[src/hw/rtl/low_rank_matrix_reconstruct_core_macros.svh]
// Assertion macros for the reconstruction core RTL.
// Needs nothing else; included by lrmr_back, the one module that carries assertions.
`ifndef LOW_RANK_MATRIX_RECONSTRUCT_CORE_MACROS_SVH
`define LOW_RANK_MATRIX_RECONSTRUCT_CORE_MACROS_SVH

// Same-cycle implication, checked out of reset.
`define LRMR_ASSERT_NOW(label, clk, rstn, ante, cons, msg) \
    label: assert property (@(posedge clk) disable iff (!(rstn)) (ante) |-> (cons)) \
        else $error(msg);

// Next-cycle implication, checked out of reset.
`define LRMR_ASSERT_NEXT(label, clk, rstn, ante, cons, msg) \
    label: assert property (@(posedge clk) disable iff (!(rstn)) (ante) |=> (cons)) \
        else $error(msg);

`endif

[src/hw/rtl/lrmr_pkg.sv]
// Shared types, command codes and default sizes for the reconstruction core.
// No dependencies.
package lrmr_pkg;

    localparam int DEF_MAX_ROWS = 256;
    localparam int DEF_MAX_COLS = 256;
    localparam int DEF_MAX_RANK = 64;

    localparam int RANK_W = 7;
    localparam logic [RANK_W-1:0] RANK_RESET = 7'd64;

    localparam int QUEUE_DEPTH = 4;
    localparam int QPTR_W      = 2;

    localparam logic [1:0] CMD_LOAD_LEFT  = 2'd0;
    localparam logic [1:0] CMD_LOAD_SIGMA = 2'd1;
    localparam logic [1:0] CMD_LOAD_RIGHT = 2'd2;
    localparam logic [1:0] CMD_PIXEL      = 2'd3;

    typedef struct packed {
        logic [1:0]         command;
        logic [7:0]         line;
        logic [7:0]         pixel_column;
        logic [5:0]         component;
        logic signed [31:0] value;
    } lrmr_in_t;

    typedef struct packed {
        logic signed [31:0] pixel;
        logic [7:0]         out_row;
        logic [7:0]         out_column;
        logic               clipped;
    } lrmr_out_t;

    // One classified operation as it sits in the queue.
    typedef struct packed {
        logic [1:0]         cmd;
        logic               ok;
        logic [7:0]         line;
        logic [7:0]         col;
        logic [5:0]         comp;
        logic signed [31:0] value;
    } lrmr_op_t;

endpackage

[src/hw/rtl/lrmr_queue.sv]
// Short FIFO of classified operations between front end and back end.
// Depends on lrmr_pkg.
module lrmr_queue (
    input  logic                aclk,
    input  logic                aresetn,
    input  logic                push_valid,
    output logic                push_ready,
    input  lrmr_pkg::lrmr_op_t  push_data,
    output logic                pop_valid,
    input  logic                pop_ready,
    output lrmr_pkg::lrmr_op_t  pop_data
);
    import lrmr_pkg::*;

    lrmr_op_t          slot_reg [QUEUE_DEPTH];
    logic [QPTR_W-1:0] wr_ptr_reg, wr_ptr_next;
    logic [QPTR_W-1:0] rd_ptr_reg, rd_ptr_next;
    logic [QPTR_W:0]   count_reg, count_next;
    logic              do_push;
    logic              do_pop;

    assign push_ready = count_reg != (QPTR_W+1)'(QUEUE_DEPTH);
    assign pop_valid  = count_reg != '0;
    assign pop_data   = slot_reg[rd_ptr_reg];
    assign do_push    = push_valid && push_ready;
    assign do_pop     = pop_valid && pop_ready;

    always_comb begin
        wr_ptr_next = do_push ? wr_ptr_reg + 1'b1 : wr_ptr_reg;
        rd_ptr_next = do_pop ? rd_ptr_reg + 1'b1 : rd_ptr_reg;
        count_next  = count_reg;
        if (do_push && !do_pop) begin
            count_next = count_reg + 1'b1;
        end else if (do_pop && !do_push) begin
            count_next = count_reg - 1'b1;
        end
    end

    always_ff @(posedge aclk) begin
        if (!aresetn) begin
            wr_ptr_reg <= '0;
            rd_ptr_reg <= '0;
            count_reg  <= '0;
        end else begin
            wr_ptr_reg <= wr_ptr_next;
            rd_ptr_reg <= rd_ptr_next;
            count_reg  <= count_next;
        end
    end

    always_ff @(posedge aclk) begin
        if (do_push) begin
            slot_reg[wr_ptr_reg] <= push_data;
        end
    end

endmodule

[config.mk]
export PLATFORM = sky130hd
export DESIGN_NAME = lrmr_queue
export DESIGN_NICKNAME = d
export VERILOG_FILES = /design/src/hw/rtl/low_rank_matrix_reconstruct_core_macros.svh /design/src/hw/rtl/lrmr_pkg.sv /design/src/hw/rtl/lrmr_queue.sv
export SDC_FILE = /design/constraint.sdc
export NUM_CORES = 1
export LEC_CHECK = 0
export ABC_AREA = 1
export BUFFER_PORTS_ARGS = -buffer_cell sky130_fd_sc_hd__buf_2
export CAP_MARGIN = 20
export CORE_MARGIN = 4
export CORE_UTILIZATION = 42
export DETAILED_ROUTE_END_ITERATION = 10
export PLACE_DENSITY_LB_ADDON = 0.1
export REMOVE_ABC_BUFFERS = 1
export SYNTH_ARGS = -nofsm -noshare
export SYNTH_HDL_FRONTEND = slang
export SYNTH_SLANG_ARGS = --single-unit
[constraint.sdc]
create_clock -name aclk -period 3.41 [get_ports aclk]
set_clock_uncertainty 0.05 [all_clocks]
set_input_delay 0.1705 -clock aclk [delete_from_list [all_inputs] [get_ports aclk]]
set_output_delay 0.1705 -clock aclk [all_outputs]
set_load 0.005 [all_outputs]
==> flow_metrics.env, run 1 <==
export IMPL_ant_nets=0
export IMPL_syn_area_um2=8920
export IMPL_path_max_fanout=66
export IMPL_required_ns=3.19
export IMPL_grt_max_degree=115
export IMPL_final_area_um2=11100
export IMPL_rsz0062_at_grt="false"
export IMPL_antenna_found_initial=0
export IMPL_holdPathEnd="slot_reg[2][46]"
export IMPL_yosysSeqAreaShare=0.788
export IMPL_synthCells=619
export IMPL_hold_buffers=60
export IMPL_grt_pass1_wl_um=30900
export IMPL_drt_pass1_iter_count=5
export IMPL_start_util=0.426
export IMPL_io_pins=120
export IMPL_h_tree_depth=1
export IMPL_final_cell_mix="228 x edfxtp_1, 124 x nor2_1, 119 x buf_2, 107 x o21ai_0, 60 x dlygate4sd3_1"
export IMPL_final_common_cell="edfxtp_1"
export IMPL_crit_family="buffers and inverters"
export IMPL_yosysUniqueCellTypes=19
export IMPL_drcViolationCount=0
export IMPL_cts_sinks=237
export IMPL_finalCritPeriodShare=0.757
export IMPL_post_cts_buffers=0
export IMPL_dp_hpwl_um=11100
export IMPL_ir_drop_uv=398
export IMPL_worstReg2RegStart="count_reg[1]"
export IMPL_dp_slack_ns=1.22
export IMPL_p_clk_frac=0.301
export IMPL_track_usage=0.162
export IMPL_p_sw_frac=0.286
export IMPL_slew_headroom=0.478
export IMPL_path_clk_slew_ns=0.06
export IMPL_drt_vias_per_instance=5.13
export IMPL_area_growth_pct=24.9
export IMPL_holdPathStages=2
export IMPL_postCtsResizedCells=0
export IMPL_synth_area_per_cell_um2=14.4
export IMPL_slew_viol_final=0
export IMPL_cpPeakStageDelay_ns=0.54
export IMPL_die_height_um=154
export IMPL_p_leak_nw=3.96
export IMPL_hold_viol=0
export IMPL_cts_root_buffer="clkbuf_16"
export IMPL_post_route_util=0.532
export IMPL_cts_made_buffers=25
export IMPL_largest_reg_flops=228
export IMPL_reg2reg_to="count_reg[1]"
export IMPL_cts_tree="yes"
export IMPL_io_buffer_count=119
export IMPL_fp_coreArea_um2=21000
export IMPL_drive_above_1_share=0.210
export IMPL_outcome="completed"
export IMPL_vias=5618
export IMPL_combPwrFrac=0.229
export IMPL_p_int_mw=5.54
export IMPL_path_cells="clkinv_2 > buf_12 > o21ai_0 > o22ai_1 > buf_2"
export IMPL_finalSetupTns_ns=0
export IMPL_die_area_um2=23600
export IMPL_setup_ws_ns=0.827
export IMPL_power_switching_mw=2.21
export IMPL_setup_viol=0
export IMPL_rows=53
export IMPL_worst_r2r_path_depth=9
export IMPL_ys_ff_latch=237
export IMPL_gp_congestion=0.723
export IMPL_avgRoutedWirePerCell_um=17.9
export IMPL_hold_path_class="primary input to flip-flop"
export IMPL_nNetsFinal=871
export IMPL_die_w_um=154
export IMPL_placed_area_um2=9810
export IMPL_cts_buffer_depth=3
export IMPL_dr_first_iter_drc_count=328
export IMPL_critPathBufInv=3
export IMPL_clk_latency_ns=0.50
export IMPL_overflow=0
export IMPL_clock_fmax_mhz=387
export IMPL_yosysWarnings=0
export IMPL_end_kind="output pin"
export IMPL_worstMarginPinSlew_ns=0.784
export IMPL_cp_data_arrival_time_ns=2.36
export IMPL_cap_violations=0
export IMPL_grt_pass1_vias=5764
export IMPL_p_per_area_nw_per_um2=696
export IMPL_min_period_ns=2.58
export IMPL_n_antenna_cell=0
export IMPL_min_from="push_data[46]"
export IMPL_finalNonFillerCells=1096
export IMPL_crit_slowest_cell="clkinv_2"
export IMPL_reg2reg_slack_ns=1.18
export IMPL_p_seq_frac=0.470
export IMPL_start_kind="flip-flop"
export IMPL_critPathKind="flip-flop to output pin"
export IMPL_place_inst=991
export IMPL_wirelength_um=19600
export IMPL_fill_cells=1780
[logic make-up (layout without fill, tap and decap cells)]
kind of cell | after synthesis | after routing | share of synthesized area
AND/OR/NAND/NOR | 148 | 148 | 0.0633
XOR/XNOR | 1 | 1 | 0.000982
AO/OA/AOI/OAI | 175 | 175 | 0.106
buffers and inverters | 52 | 254 | 0.0323
adder cells (fa/ha/maj) | 6 | 6 | 0.00926
flip-flops | 237 | 237 | 0.788
[synth_stat cells]
master	count	share of area
buf_2	5	0.0028
o21ai_1	8	0.0045
xor2_1	1	0.00098
buf_4	7	0.0059
buf_6	8	0.010
fa_1	1	0.0022
o22ai_1	57	0.040
nand3b_1	1	0.00084
inv_1	14	0.0059
ha_1	5	0.0070
clkbuf_1	16	0.0067
nor2_1	128	0.054
dfxtp_1	9	0.020
a21oi_1	3	0.0017
inv_2	2	0.00084
nand3_1	4	0.0022
o21ai_0	107	0.060
edfxtp_1	228	0.77
nand2_1	15	0.0063
[per-layer routing]
layer	wire length [um]	global-route usage	vias to the layer above	part of all wire
met3	1120	0.0318	34	0.057
met4	431	0.0416	0	0.022
li1	-	-	2679	-
met5	0	0	-	0
met2	9780	0.285	156	0.50
met1	8240	0.209	2749	0.42
[worst max-delay path by stage]
| stage | start | endpoint | cells after the start |
|---|---|---|---|
| 2_1_floorplan | flip-flop | pop_data[0] | 3 |
| 3_3_place_gp | count_reg[0] | slot_reg[3][53] | 5 |
| 3_5_place_dp | count_reg[0] | count_reg[2] | 13 |
| 4_1_cts | flip-flop | pop_data[56] | 4 |
| 5_1_grt | flip-flop | pop_data[43] | 5 |
| 6_report | flip-flop | pop_data[26] | 5 |
[worst register-to-register path: cells and delay by family, from the launching register on]
kind | cells | cell delay [ns]
simple gates | 4 | 0.66
fa+ha+maj | 2 | 0.65
flops | 1 | 0.33
buf+inv | 2 | 0.24
compound gates | 1 | 0.19
[area by class of cell]
type / instances / area (um^2) / share of cell area
clock inverters: 14 / 58.8 / 0.00528
repair buffers: 194 / 1370 / 0.123
inverters: 16 / 61.3 / 0.00550
clock buffers: 30 / 644 / 0.0578
flip-flops and latches: 237 / 7030 / 0.631
well taps: 275 / 344 / 0.0309
multi-input cells: 330 / 1630 / 0.147
[power groups by stage]
stage / logic, mW / registers (mW) / clock network [mW]
after floorplan: 0.824 / 3.77 / 0
after global placement: 1.71 / 3.69 / 0
after detailed placement: 1.74 / 3.70 / 0
final: 1.78 / 3.64 / 2.33
after global routing: 2.00 / 3.67 / 2.53
after CTS: 1.80 / 3.64 / 2.41
[stage by stage]
step	total power [mW]	hold slack, ns
2_1_floorplan	4.60	0.219
3_3_place_gp	5.40	0.333
3_5_place_dp	5.44	0.338
4_1_cts	7.85	0.346
5_1_grt	8.20	0.361
6_report	7.75	0.372
No activity file was read; power rests on OpenSTA's default activity.
==> run 2, diff against run 1 <==
==> constraint.sdc (replaced) <==
create_clock -name aclk -period 2.59 [get_ports aclk]
set_clock_uncertainty 0.05 [all_clocks]
set_input_delay 0.1295 -clock aclk [delete_from_list [all_inputs] [get_ports aclk]]
set_output_delay 0.1295 -clock aclk [all_outputs]
set_load 0.005 [all_outputs]
==> flow_metrics.env, run 2 (synthesis results as in run 1) <==
export IMPL_io_pins=120
export IMPL_start_kind="flip-flop"
export IMPL_fp_coreArea_um2=21000
export IMPL_start_util=0.426
export IMPL_cts_buffer_depth=3
export IMPL_overflow=0
export IMPL_h_tree_depth=1
export IMPL_ant_nets=0
export IMPL_post_cts_buffers=0
export IMPL_finalCritPeriodShare=0.894
export IMPL_dp_hpwl_um=11200
export IMPL_postCtsResizedCells=0
export IMPL_grt_max_degree=72
export IMPL_dr_first_iter_drc_count=322
export IMPL_placed_area_um2=9810
export IMPL_ir_drop_uv=503
export IMPL_clock_fmax_mhz=432
export IMPL_die_w_um=154
export IMPL_largest_reg_flops=228
export IMPL_io_buffer_count=119
export IMPL_slew_viol_final=0
export IMPL_min_period_ns=2.32
export IMPL_p_per_area_nw_per_um2=927
export IMPL_avgRoutedWirePerCell_um=17.8
export IMPL_nNetsFinal=874
export IMPL_rsz0062_at_grt="false"
export IMPL_clk_latency_ns=0.50
export IMPL_use_met1=0.220
export IMPL_area_growth_pct=25.2
export IMPL_cap_violations=0
export IMPL_final_area_um2=11200
export IMPL_hold_viol=0
export IMPL_die_height_um=154
export IMPL_n_antenna_cell=0
export IMPL_vias=5625
export IMPL_critPathKind="flip-flop to output pin"
export IMPL_place_inst=994
export IMPL_cts_made_buffers=25
export IMPL_final_common_cell="edfxtp_1"
export IMPL_end_kind="output pin"
export IMPL_drt_vias_per_instance=5.11
export IMPL_cts_sinks=237
export IMPL_gp_congestion=0.757
export IMPL_cp_data_arrival_time_ns=2.14
export IMPL_met3_usage=0.0318
export IMPL_fill_cells=1772
export IMPL_drive_above_1_share=0.212
export IMPL_cts_tree="yes"
export IMPL_hold_slack_ns=0.326
export IMPL_die_area_um2=23600
export IMPL_final_cell_mix="228 x edfxtp_1, 124 x nor2_1, 119 x buf_2, 107 x o21ai_0, 61 x dlygate4sd3_1"
export IMPL_finalSetupTns_ns=0
export IMPL_grt_pass1_wl_um=30800
export IMPL_hold_path_class="primary input to flip-flop"
export IMPL_rows=53
export IMPL_antenna_found_initial=1
export IMPL_cts_root_buffer="clkbuf_16"
export IMPL_grt_pass1_vias=5665
export IMPL_post_route_util=0.533
export IMPL_p_leak_nw=3.98
export IMPL_worstMarginPinSlew_ns=0.701
export IMPL_track_usage=0.164
export IMPL_setup_viol=0
export IMPL_path_max_fanout=31
export IMPL_drt_pass1_iter_count=4
export IMPL_slew_headroom=0.532
export IMPL_finalNonFillerCells=1100
export IMPL_outcome="completed"
export IMPL_path_clk_slew_ns=0.06
export IMPL_required_ns=2.41
export IMPL_grt_use_met2=0.277
export IMPL_wirelength_um=19500
export IMPL_drcViolationCount=0
export IMPL_top_usage_layer="met2"
-- run 2: final timing paths --
check	start	endpoint	slack (ns)	cells past startpoint
max	flip-flop	pop_data[26]	0.27	4
min	push_data[11]	slot_reg[2][11]	0.33	2
max reg2reg	count_reg[0]	count_reg[1]	0.60	9
min reg2reg	rd_ptr_reg[1]	flip-flop	0.45	2
-- run 2: per-layer routing --
layer / part of all wire / wire [um]
met1: 0.44 / 8680
met2: 0.49 / 9540
met3: 0.049 / 955
met4: 0.017 / 341
met5: 0.00036 / 7
-- run 2: final cells by class --
cell class                 instances  area (um^2)  share of cell area
timing repair buffer             197         1350               0.121
clock inverter                     9         72.6             0.00650
sequential                       237         7030               0.630
multi-input combinational        330         1630               0.146
tap                              275          344              0.0308
inverter                          16         61.3             0.00549
clock buffer                      36          677              0.0606
-- run 2: what timing repair did --
action,in CTS,in global routing
setup endpoints to repair,0,0
hold buffers,61,0
endpoints found under the hold margin,237,0
-- run 2: metrics by stage --
| step | setup WS (ns) | total power, mW |
|---|---|---|
| floorplan | -1.08 | 6.05 |
| finish | 0.275 | 10.4 |
| global route | 0.0414 | 11.0 |
| global placement | 0.753 | 7.13 |
| CTS | 0.176 | 10.5 |
| detailed placement | 0.604 | 7.20 |
-- run 2: critical path: stages (launching register included) --
cell	delay, ns
dfxtp_2	0.78
buf_4	0.35
o21ai_0	0.12
o22ai_1	0.23
buf_2	0.15
-- run 2: report_power, final --
group / internal, mW / switching, mW
Sequential: 4.66 / 0.130
Clock: 1.91 / 1.32
Combinational: 0.861 / 1.47
==> run 3, diff against run 2 <==
--- a/config.mk
+++ b/config.mk
@@ -11,8 +11,9 @@
 export CORE_MARGIN = 4
 export CORE_UTILIZATION = 42
 export DETAILED_ROUTE_END_ITERATION = 10
-export PLACE_DENSITY_LB_ADDON = 0.1
+export PLACE_DENSITY = 0.62
 export REMOVE_ABC_BUFFERS = 1
+export SETUP_SLACK_MARGIN = 0.15
 export SYNTH_ARGS = -nofsm -noshare
 export SYNTH_HDL_FRONTEND = slang
 export SYNTH_SLANG_ARGS = --single-unit
==> flow_metrics.env, run 3 (synthesis results as in run 1) <==
export IMPL_drcViolationCount=0
export IMPL_grt_pass1_wl_um=31700
export IMPL_worst_r2r_path_depth=7
export IMPL_p_per_area_nw_per_um2=957
export IMPL_postCtsResizedCells=0
export IMPL_placed_area_um2=9810
export IMPL_antenna_found_initial=0
export IMPL_drive_above_1_share=0.215
export IMPL_cts_buffer_depth=3
export IMPL_clock_fmax_mhz=434
export IMPL_p_sw_frac=0.277
export IMPL_p_int_mw=7.80
export IMPL_hold_viol=0
export IMPL_path_cells="inv_1 > ha_1 > nand3b_1 > nand2_1 > dlygate4sd3_1 > nor2_1 > dlygate4sd3_1"
export IMPL_rows=53
export IMPL_fp_coreArea_um2=21000
export IMPL_drt_vias_per_instance=5.24
export IMPL_reg2reg_to="wr_ptr_reg[1]"
export IMPL_required_ns=2.93
export IMPL_slew_viol_final=0
export IMPL_die_w_um=154
export IMPL_final_area_um2=11300
export IMPL_cpMostUsedCell="dlygate4sd3_1"
export IMPL_rsz0062_at_grt="false"
export IMPL_area_growth_pct=26.5
export IMPL_largest_reg_flops=228
export IMPL_start_util=0.426
export IMPL_finalCritPeriodShare=0.889
export IMPL_cts_sinks=237
export IMPL_nNetsFinal=872
export IMPL_die_height_um=154
export IMPL_path_max_fanout=5
export IMPL_final_common_cell="edfxtp_1"
export IMPL_worstMarginPinSlew_ns=0.630
export IMPL_power_switching_mw=2.99
export IMPL_cts_made_buffers=25
export IMPL_dr_first_iter_drc_count=437
export IMPL_drt_pass1_iter_count=5
export IMPL_finalSetupTns_ns=0
export IMPL_cap_violations=0
export IMPL_p_leak_nw=4.02
export IMPL_h_tree_depth=1
export IMPL_ant_nets=0
export IMPL_post_cts_buffers=0
export IMPL_p_clk_frac=0.336
export IMPL_combPwrFrac=0.221
export IMPL_hold_path_class="primary input to flip-flop"
export IMPL_die_area_um2=23600
export IMPL_min_from="push_data[26]"
export IMPL_vias=5758
export IMPL_grt_max_degree=115
export IMPL_gp_congestion=0.748
export IMPL_p_seq_frac=0.443
export IMPL_crit_slowest_cell="dlygate4sd3_1"
export IMPL_path_clk_slew_ns=0.06
export IMPL_worstReg2RegStart="wr_ptr_reg[0]"
export IMPL_endpoint="wr_ptr_reg[1]"
export IMPL_avgRoutedWirePerCell_um=18.1
export IMPL_cpPeakStageDelay_ns=0.56
export IMPL_start_kind="flip-flop"
export IMPL_io_pins=120
export IMPL_critPathKind="flip-flop to flip-flop"
export IMPL_slew_headroom=0.580
export IMPL_clk_latency_ns=0.50
export IMPL_setup_viol=0
export IMPL_outcome="completed"
export IMPL_cts_root_buffer="clkbuf_16"
export IMPL_reg2reg_slack_ns=0.29
export IMPL_io_buffer_count=119
export IMPL_critPathLaunch="wr_ptr_reg[0]"
export IMPL_ir_drop_uv=484
export IMPL_wirelength_um=19900
export IMPL_dp_hpwl_um=11300
export IMPL_cp_data_arrival_time_ns=2.64
export IMPL_min_period_ns=2.30
export IMPL_overflow=0
export IMPL_grt_pass1_vias=5928
export IMPL_cts_tree="yes"
export IMPL_final_cell_mix="228 x edfxtp_1, 124 x nor2_1, 119 x buf_2, 107 x o21ai_0, 62 x dlygate4sd3_1"
export IMPL_end_kind="flip-flop"
export IMPL_track_usage=0.165
[run 3: through the flow]
| stage | power [mW] | hold WS (ns) | setup WS, ns | cells | util |
|---|---|---|---|---|---|
| final | 10.8 | 0.315 | 0.288 | 1099 | 0.538 |
| after CTS | 10.9 | 0.301 | 0.288 | 1098 | 0.538 |
| after global routing | 11.4 | 0.315 | 0.162 | 1098 | 0.538 |
| after global placement | 7.11 | 0.290 | 0.741 | 991 | 0.468 |
| after floorplan | 6.05 | 0.178 | -1.08 | 583 | - |
| after detailed placement | 7.20 | 0.299 | 0.591 | 991 | 0.468 |
[run 3: worst min-delay path by stage]
stage | to | slack (ns) | cells after the start
2_1_floorplan | slot_reg[0][0] | 0.18 | 0
3_3_place_gp | slot_reg[3][5] | 0.29 | 1
3_5_place_dp | slot_reg[3][13] | 0.30 | 1
4_1_cts | slot_reg[2][16] | 0.30 | 2
5_1_grt | slot_reg[0][16] | 0.32 | 2
6_report | slot_reg[2][26] | 0.32 | 2
[run 3: routing by layer]
metal	vias up	GRT usage	share of wire
met4	0	0.0378	0.017
met1	2873	0.226	0.43
met2	179	0.276	0.50
met5	-	0	0
met3	25	0.0332	0.057
li1	2681	-	-
[run 3: what timing repair did]
action                                  4_1_cts  5_1_grt
endpoints found under the hold margin       237        0
hold buffers                                 62        0
endpoints found under the setup margin        0        0
[run 3: final cells by class]
class / instances / area, um^2
diodes: 1 / 2.50
well taps: 275 / 344
flip-flops and latches: 237 / 7030
clock buffers: 28 / 637
repair buffers: 195 / 1360
inverters: 16 / 61.3
multi-input cells: 330 / 1630
fillers: 1754 / 9680
clock inverters: 17 / 211
[run 3: critical path, delay by kind of cell, from the launching register on]
kind,cells,cell delay (ns)
and+or+nand+nor,3,0.26
adders and majority gates,1,0.29
buffers and inverters,3,1.19
DFF,1,0.40
[run 3: power by group through the flow]
stage | logic [mW] | clock network (mW) | registers, mW
3_5_place_dp | 2.35 | 0 | 4.86
4_1_cts | 2.45 | 3.72 | 4.78
2_1_floorplan | 1.08 | 0 | 4.97
3_3_place_gp | 2.28 | 0 | 4.83
5_1_grt | 2.69 | 3.90 | 4.80
6_report | 2.39 | 3.63 | 4.77
